`src/hdl/pole_zero_response_eval_top_defines.svh`:
```
// ----------------------------------------------------------------------------
// pole_zero_response_eval_top_defines.svh
// Assertion macros shared by the pole-zero response evaluator.
// ----------------------------------------------------------------------------
`ifndef POLE_ZERO_RESPONSE_EVAL_TOP_DEFINES_SVH
`define POLE_ZERO_RESPONSE_EVAL_TOP_DEFINES_SVH

`ifndef SYNTHESIS
// Clocked check, disabled while reset is asserted
`define PZR_ASSERT(lbl, clk, rstn, prop) \
	lbl: assert property (@(posedge clk) disable iff (!rstn) prop) \
		else $error("pzr assertion failed");
// Clocked check that also holds during reset
`define PZR_ASSERT_ALWAYS(lbl, clk, prop) \
	lbl: assert property (@(posedge clk) prop) else $error("pzr assertion failed");
`else
`define PZR_ASSERT(lbl, clk, rstn, prop)
`define PZR_ASSERT_ALWAYS(lbl, clk, prop)
`endif

`endif

```
`src/hdl/pzr_pkg.sv`:
```
// ----------------------------------------------------------------------------
// pzr_pkg
// Types, codes and saturation helper for the pole-zero response evaluator.
// ----------------------------------------------------------------------------
package pzr_pkg;

	// input item kinds
	localparam logic [1:0] KIND_LOAD_ZERO = 2'd0;
	localparam logic [1:0] KIND_LOAD_POLE = 2'd1;
	localparam logic [1:0] KIND_EVAL      = 2'd2;

	// configuration register indexes
	localparam logic [1:0] REG_GAIN       = 2'd0;
	localparam logic [1:0] REG_ZERO_COUNT = 2'd1;
	localparam logic [1:0] REG_POLE_COUNT = 2'd2;

	localparam logic signed [31:0] VAL_MAX = 32'sh7FFF_FFFF;
	localparam logic signed [31:0] VAL_MIN = 32'sh8000_0000;

	// one cell: one zero and one pole, 32-bit re/im each
	typedef struct packed {
		logic signed [31:0] zre;
		logic signed [31:0] zim;
		logic signed [31:0] pre;
		logic signed [31:0] pim;
	} root_pair_t;

	// table write request broadcast to all cells
	typedef struct packed {
		logic               zero_we;
		logic               pole_we;
		logic [4:0]         slot;
		logic signed [31:0] re;
		logic signed [31:0] im;
	} load_t;

	// commands into the evaluation engine
	typedef struct packed {
		logic               start;
		logic signed [31:0] omega;
		logic signed [31:0] gain;
		logic [4:0]         zero_count;
		logic [4:0]         pole_count;
		logic               out_free;
	} eng_cmd_t;

	// status out of the evaluation engine
	typedef struct packed {
		logic               idle;
		logic               shift;
		logic               done;
		logic signed [31:0] res_re;
		logic signed [31:0] res_im;
		logic               ov;
		logic               dz;
	} eng_stat_t;

	typedef struct packed {
		logic signed [31:0] v;
		logic               ov;
	} sat_t;

	// saturate a wide signed value to 32 bits
	function automatic sat_t sat32(input logic signed [65:0] x);
		sat_t r;
		if (x > 66'(VAL_MAX)) begin
			r.v  = VAL_MAX;
			r.ov = 1'b1;
		end else if (x < 66'(VAL_MIN)) begin
			r.v  = VAL_MIN;
			r.ov = 1'b1;
		end else begin
			r.v  = x[31:0];
			r.ov = 1'b0;
		end
		return r;
	endfunction

endpackage

```
`src/hdl/pzr_cell.sv`:
```
// ----------------------------------------------------------------------------
// pzr_cell
// One table cell: holds zero and pole of one index, rotates to its neighbor.
// ----------------------------------------------------------------------------
module pzr_cell import pzr_pkg::*; #(
	parameter int IDX = 0
) (
	input  logic       clk,
	input  logic       shift,
	input  load_t      ld,
	input  root_pair_t nxt,
	output root_pair_t cur
);

	root_pair_t pair_q;
	logic       hit;

	assign hit = ({2'b00, ld.slot} == 7'(IDX));

	// rotate during evaluation, load while idle
	always_ff @(posedge clk) begin
		if (shift) begin
			pair_q <= nxt;
		end else begin
			if (ld.zero_we && hit) begin
				pair_q.zre <= ld.re;
				pair_q.zim <= ld.im;
			end
			if (ld.pole_we && hit) begin
				pair_q.pre <= ld.re;
				pair_q.pim <= ld.im;
			end
		end
	end

	assign cur = pair_q;

endmodule

```
`config.mk`:
```
export PLATFORM = sky130hd
export DESIGN_NAME = pzr_cell
export DESIGN_NICKNAME = d
export VERILOG_FILES = /design/src/hdl/pole_zero_response_eval_top_defines.svh /design/src/hdl/pzr_pkg.sv /design/src/hdl/pzr_cell.sv
export SDC_FILE = /design/constraint.sdc
export NUM_CORES = 1
export LEC_CHECK = 0
export ABC_AREA = 1
export BUFFER_PORTS_ARGS = -buffer_cell sky130_fd_sc_hd__buf_2
export CORE_AREA = 2 2 127 129
export CTS_CLUSTER_SIZE = 16
export DETAILED_ROUTE_END_ITERATION = 6
export DIE_AREA = 0 0 129 131
export PLACE_DENSITY = 0.66
export SLEW_MARGIN = 20
export SYNTH_ARGS = -nofsm -noshare
export SYNTH_HDL_FRONTEND = slang
export SYNTH_SLANG_ARGS = --single-unit
```
`constraint.sdc`:
```
create_clock -name clk -period 3.5 [get_ports clk]
set_clock_uncertainty 0.2 [all_clocks]
set_input_delay 0.7 -clock clk [delete_from_list [all_inputs] [get_ports clk]]
set_output_delay 0.7 -clock clk [all_outputs]
set_load 0.01 [all_outputs]
```
Yosys cells after proc, flatten, opt, wreduce, memory -nomap -nowiden
Cells that the tools add are included.

Output and inout bits: 128. Memory bits (read-only): 0. Bits in latches: 0. Register bits after elaboration: 128. Word-level logic and storage cells: 12. Memories: 0. Input bits: 201. Bits in writable memories: 0.

Reductions and logical operators: 5. Magnitude comparators: 0. Shift-type cells: 0. Div/mod/pow operators: 0. Equal/unequal tests: 0. Multiplexer cells: 3. Bitwise operators: 0. $mul: 0. Add/sub/neg operators: 0.

Operators by type and width (count): 2-to-1 mux 128 bit (1); 2-to-1 mux 64 bit (2); zero test 5 bit (1); nonzero test 2 bit (2); logical AND 1 bit (2).

Logic depth before layout (Yosys ltp)
Gate-level depths: netlist of run 1.

Word-level depth: 4. Mapped depth: 5. Gate-level depth less buffers: 3.

Least setup slack after synthesis of run 1
No wires, ideal clock.

Path type: input to register. From: in ld[67] (netlist bit). To: reg pair_q, in the netlist cur[0] (enable). Stages on the path: 3. Buffers on the path: 0. Arrival time: 2.300 ns. Setup time: 0.424 ns. Data required time: 2.876 ns. Slack: 0.577 ns. Path through: nor2_1 -> nand4_1 -> nand2_1.

Cells in the longest elaborated chain, start to end: 3.

Ends and longest elaborated chain: from (decl) (line pzr_cell.sv:10) `input load_t ld,`; zero test 5 bit (line pzr_cell.sv:18) `assign hit = ({2'b00, ld.slot} == 7'(IDX));`; logical AND 1 bit (line pzr_cell.sv:29) `if (ld.pole_we && hit) begin`; nonzero test 2 bit (no line); to (signal assigned) (line pzr_cell.sv:23) `pair_q <= nxt;`; to (decl) (line pzr_cell.sv:15) `root_pair_t pair_q;`.

Every way passes these cells. A chain may end at the register's enable or synchronous reset.

Final worst setup path of run 1
From: in shift. To: reg pair_q, in the netlist cur[127], data pin.

Cells in the longest elaborated chain, start to end: 1.

Ends and longest elaborated chain: from (decl) (line pzr_cell.sv:9) `input logic shift,`; 2-to-1 mux 128 bit (line pzr_cell.sv:22) `if (shift) begin`.

Every way passes these cells.

==> impl_metrics.env, run 1 <==
export IMPL_end_kind="register"
export IMPL_p_per_area_nw_per_um2=538
export IMPL_largest_reg_flops=128
export IMPL_synth_top_family_by_area="simple AND/OR/NAND/NOR gates"
export IMPL_cp_required_ps=3580
export IMPL_vias=4495
export IMPL_min_from="nxt[4]"
export IMPL_synthSimpleGateAreaFrac_pct=23.5
export IMPL_via_per_inst=4.33
export IMPL_fp_dieH_um=131
export IMPL_tns_ps=0
export IMPL_hold_viol=0
export IMPL_period_share_pct=60.9
export IMPL_portBuffers=328
export IMPL_hold_depth=3
export IMPL_cts_sinks=128
export IMPL_final_cell_mix="buf_2 (327), nand2_1 (320), edfxtp_1 (128)"
export IMPL_diodes=0
export IMPL_grt_max_degree=69
export IMPL_final_cells=1037
export IMPL_drv_cap=0
export IMPL_multiInputGateArea_um2=1240
export IMPL_drt_iter0_drc=245
export IMPL_grt_ovfl_total=0
export IMPL_initial_core_util_pct=33.5
export IMPL_synth_area_per_cell_um2=10.9
export IMPL_ir_worst_vdd_v=0.000288
export IMPL_dp_hpwl_mm=10.8
export IMPL_setup_violations=0
export IMPL_synth_distinct_cells=8
export IMPL_final_nets=1009
export IMPL_rsz0062_at_grt="no"
export IMPL_drc=0
export IMPL_ff_latch_area_um2=3840
export IMPL_final_max_slew_viol_count=0
export IMPL_htree_num_levels=4
export IMPL_status="complete, no violations"
export IMPL_dr_pass1_iters=5
export IMPL_crit_fanout=68
export IMPL_tightest_slew_ps=668
export IMPL_fillers=1515
export IMPL_hold_path_class="input port to register"
export IMPL_place_congestion=0.836
export IMPL_path_class="input port to register"
export IMPL_core_area_um2=15600
export IMPL_timing_fmax_ghz=0.469
export IMPL_grt_pass1_vias=4295
export IMPL_cts_inserted_buffers=17
export IMPL_ys_seq_elements=128
export IMPL_grt_use_total_pct=16.7
export IMPL_muxShareOfSynthArea_pct=0
export IMPL_netlist_area_um2=5220
export IMPL_grt_first_pass_wirelength_mm=20.9
export IMPL_hold_path_end="cur[4]$_DFFE_PP_"
export IMPL_synth_compound_area_share_pct=0
export IMPL_area_growth_pct=46.2
export IMPL_whs_ps=353
export IMPL_final_common_cell="buf_2"
export IMPL_syn_num_nets=678
export IMPL_arrival_ps=2210
export IMPL_post_cts_resized=0
export IMPL_stdcell_area_um2=7630
export IMPL_antenna_found_initial=0
export IMPL_dp_cells=1005
export IMPL_startpoint_type="input port"
export IMPL_drive_above_1_share_pct=44.2
export IMPL_ys_seq_area_share_pct=73.7
export IMPL_die_area_um2=16900
export IMPL_ys_warn_count=0
export IMPL_ios=329
export IMPL_postCtsHoldBufs=0
export IMPL_clockBufferDepth=2
export IMPL_wl_per_cell_um=14.2
export IMPL_post_cts_setup_buffer_count=0
export IMPL_synthCells=477
export IMPL_cts_root_buffer="clkbuf_16"
export IMPL_relSlewSlack_pct=55.5
export IMPL_period_minus_slack_ps=2130
export IMPL_path_clk_slew_ps=60
export IMPL_yosys_area_share_adder_pct=0
export IMPL_cts_tree="done"
export IMPL_rows=46
export IMPL_routed_wl_mm=14.8
export IMPL_place_area_um2=7070
export IMPL_synth_xor_area_share_pct=0
export IMPL_die_w_um=129
export IMPL_leakage_nw=3.85
export IMPL_ant_nets=0
==> per-stage QoR <==
| stage | worst slack [ps] | util, % | power [W] |
|---|---|---|---|
| finish | 1370 | 48.9 | 0.00410 |
| global route | 1200 | 48.9 | 0.00426 |
| CTS | 1340 | 48.9 | 0.00414 |
| detailed placement | 904 | 45.3 | 0.00247 |
| global placement | 905 | 45.3 | 0.00246 |
| floorplan | 577 | - | 0.00217 |
==> worst max-delay path, stage by stage <==
cell	delay, ps
buf_4	90
buf_4	520
buf_4	610
nand2_1	130
nand2_1	100
==> cell usage after synthesis (all sizes together) <==
cell,number,share of area (%)
nand4,2,0.24
nor2,2,0.14
edfxtp,128,74
nand2,322,23
inv,2,0.14
buf,21,2.6
==> metal layers <==
layer / track usage (%) / routed length (µm) / vias up
met5: 0 / 0 / -
met4: 8.57 / 389 / 0
met3: 6.07 / 1490 / 28
met2: 28.9 / 7270 / 274
met1: 18.0 / 5630 / 1976
li1: - / - / 2217
==> layout make-up <==
type	instances	area share, %
Clock buffer	20	5.73
Inverter	2	0.0984
Clock inverter	12	1.56
Sequential cell	128	50.4
Tap cell	216	3.54
Timing Repair Buffer	333	22.4
Multi-Input combinational cell	326	16.3
==> report_power, final <==
part           switching, W  internal [W]
Combinational      0.000309      0.000223
Clock              0.000637       0.00104
Sequential        0.0000331       0.00186
Total              0.000979       0.00312
==> worst max-delay path by stage <==
stage                start                  to  slack [ps]  cells after the start
finish               shift  cur[127]$_DFFE_PP_        1370                      5
detailed placement   shift  cur[107]$_DFFE_PP_         900                      5
global route         shift  cur[107]$_DFFE_PP_        1200                      5
global placement     shift   cur[28]$_DFFE_PP_         900                      4
floorplan           ld[67]    cur[0]$_DFFE_PP_         580                      3
CTS                  shift  cur[107]$_DFFE_PP_        1340                      5
==> cells by family (layout without fill, tap and decap cells) <==
family        count (synthesis)  after routing
simple gates                326            326
flops                       128            128
buf+inv                      23            367
(Power assumes the default switching activity.)
==> run 2, diff against run 1 <==
--- a/config.mk
+++ b/config.mk
@@ -7,11 +7,11 @@
 export LEC_CHECK = 0
 export ABC_AREA = 1
 export BUFFER_PORTS_ARGS = -buffer_cell sky130_fd_sc_hd__buf_2
-export CORE_AREA = 2 2 127 129
+export CORE_AREA = 2 2 126 128
 export CTS_CLUSTER_SIZE = 16
 export DETAILED_ROUTE_END_ITERATION = 6
-export DIE_AREA = 0 0 129 131
-export PLACE_DENSITY = 0.66
+export DIE_AREA = 0 0 128 130
+export PLACE_DENSITY = 0.69
 export SLEW_MARGIN = 20
 export SYNTH_ARGS = -nofsm -noshare
 export SYNTH_HDL_FRONTEND = slang
==> constraint.sdc (replaced) <==
create_clock -name clk -period 1.9 [get_ports clk]
set_clock_uncertainty 0.2 [all_clocks]
set_input_delay 0.38 -clock clk [delete_from_list [all_inputs] [get_ports clk]]
set_output_delay 0.38 -clock clk [all_outputs]
set_load 0.01 [all_outputs]
==> run 2 against run 1 <==
Clock power is 110% higher; routed wire length is 0.16% lower; setup slack worse by 1000 ps; clock-buffer cell count is 1 lower; sequential share of layout area is 1.1 points lower; power is 96% higher; first-iteration DRC count is 2.9% higher; critical path depth is 4 lower; sequential power is 84% higher; critical path type is now register to output pin; highest routed layer unchanged.
==> impl_metrics.env, run 2 (synthesis gave the netlist of run 1 again) <==
export IMPL_status="complete, no violations"
export IMPL_drv_cap=0
export IMPL_dr_pass1_iters=6
export IMPL_clockBufferDepth=2
export IMPL_cts_root_buffer="clkbuf_16"
export IMPL_grt_use_total_pct=17.2
export IMPL_arrival_ps=980
export IMPL_antenna_found_initial=0
export IMPL_htree_num_levels=4
export IMPL_critical_path_cell_chain="buf_2"
export IMPL_ant_nets=0
export IMPL_initial_core_util_pct=33.8
export IMPL_leakage_nw=3.94
export IMPL_final_nets=1013
export IMPL_hold_path_class="input port to register"
export IMPL_via_per_inst=4.39
export IMPL_post_cts_resized=0
export IMPL_core_area_um2=15400
export IMPL_critPathMaxStageDelay_ps=400
export IMPL_rsz0062_at_grt="no"
export IMPL_relSlewSlack_pct=80.6
export IMPL_vias=4465
export IMPL_grt_pass1_vias=4259
export IMPL_place_congestion=0.812
export IMPL_p_per_area_nw_per_um2=1030
export IMPL_drt_iter0_drc=252
export IMPL_largest_reg_flops=128
export IMPL_post_cts_setup_buffer_count=0
export IMPL_end_kind="output pin"
export IMPL_cts_sinks=128
export IMPL_drc=0
export IMPL_routed_wl_mm=14.8
export IMPL_cts_tree="done"
export IMPL_drive_above_1_share_pct=44.7
export IMPL_grt_ovfl_total=0
export IMPL_wl_per_cell_um=14.5
export IMPL_setup_violations=0
export IMPL_tns_ps=0
export IMPL_final_cell_mix="buf_2 (327), nand2_1 (320), edfxtp_1 (128)"
export IMPL_dp_cells=985
export IMPL_timing_fmax_ghz=0.642
export IMPL_rows=46
export IMPL_final_max_slew_viol_count=0
export IMPL_die_area_um2=16600
export IMPL_ir_worst_vdd_v=0.000599
export IMPL_startpoint_type="register"
export IMPL_grt_first_pass_wirelength_mm=21.7
export IMPL_cts_inserted_buffers=17
export IMPL_tightest_slew_ps=291
export IMPL_dp_hpwl_mm=11.0
export IMPL_area_growth_pct=49.3
export IMPL_final_cells=1017
export IMPL_crit_fanout=1
export IMPL_crit_family="flip-flops"
export IMPL_ios=329
export IMPL_die_w_um=128
export IMPL_period_minus_slack_ps=1560
export IMPL_period_share_pct=82.0
export IMPL_cp_required_ps=1320
export IMPL_fp_dieH_um=130
export IMPL_grt_max_degree=69
export IMPL_portBuffers=328
export IMPL_postCtsHoldBufs=0
export IMPL_final_common_cell="buf_2"
export IMPL_diodes=0
export IMPL_hold_viol=0
export IMPL_timing_critical_path_buf_inv=1
export IMPL_path_class="register to output pin"
export IMPL_path_clk_slew_ps=60
export IMPL_critPathSlowestCell="edfxtp_1"
-- run 2: changes by cell type in the layout (fill, tap and decap cells not counted), moves of 2 or more --
cell | before | now
clkinv_2 | 4 | 0
buf_4 | 4 | 2
clkinv_4 | 1 | 3
buf_12 | 2 | 8
bufinv_16 | 2 | 5
-- run 2: power by group --
part           internal (W)  switching, W
clock network       0.00233       0.00121
registers           0.00343     0.0000638
logic              0.000433      0.000574
total               0.00620       0.00185
-- run 2: metal layers --
metal | wire length [µm] | track usage (%)
met1 | 6020 | 20.2
met2 | 7180 | 28.7
met3 | 1210 | 5.86
met4 | 342 | 7.76
met5 | 0 | 0
-- run 2: through the flow --
| step | power, W | instance area [µm²] | hold WS, ps | util (%) | setup WS (ps) |
|---|---|---|---|---|---|
| final | 0.00804 | 7790 | 36.4 | 50.5 | 343 |
| after global routing | 0.00837 | 7790 | 25.7 | 50.5 | 312 |
| after CTS | 0.00815 | 7790 | 18.6 | 50.5 | 311 |
| after detailed placement | 0.00458 | 7150 | 454 | 46.3 | 235 |
| after global placement | 0.00456 | 7150 | 451 | 46.3 | 233 |
| after floorplan | 0.00399 | 5230 | 362 | - | 189 |
-- run 2: path summary, 6_finish.rpt --
check	start	endpoint	slack (ps)	cells past startpoint
min	nxt[74]	cur[74]$_DFFE_PP_	40	3
max	cur[69]$_DFFE_PP_	cur[69]	340	1
-- run 2: area by class of cell --
cell class	count	area, µm²
flip-flops and latches	128	3840
multi-input cells	326	1240
clock buffers	19	433
inverters	2	7.51
clock inverters	13	211
fillers	1453	7630
well taps	192	240
repair buffers	337	1810
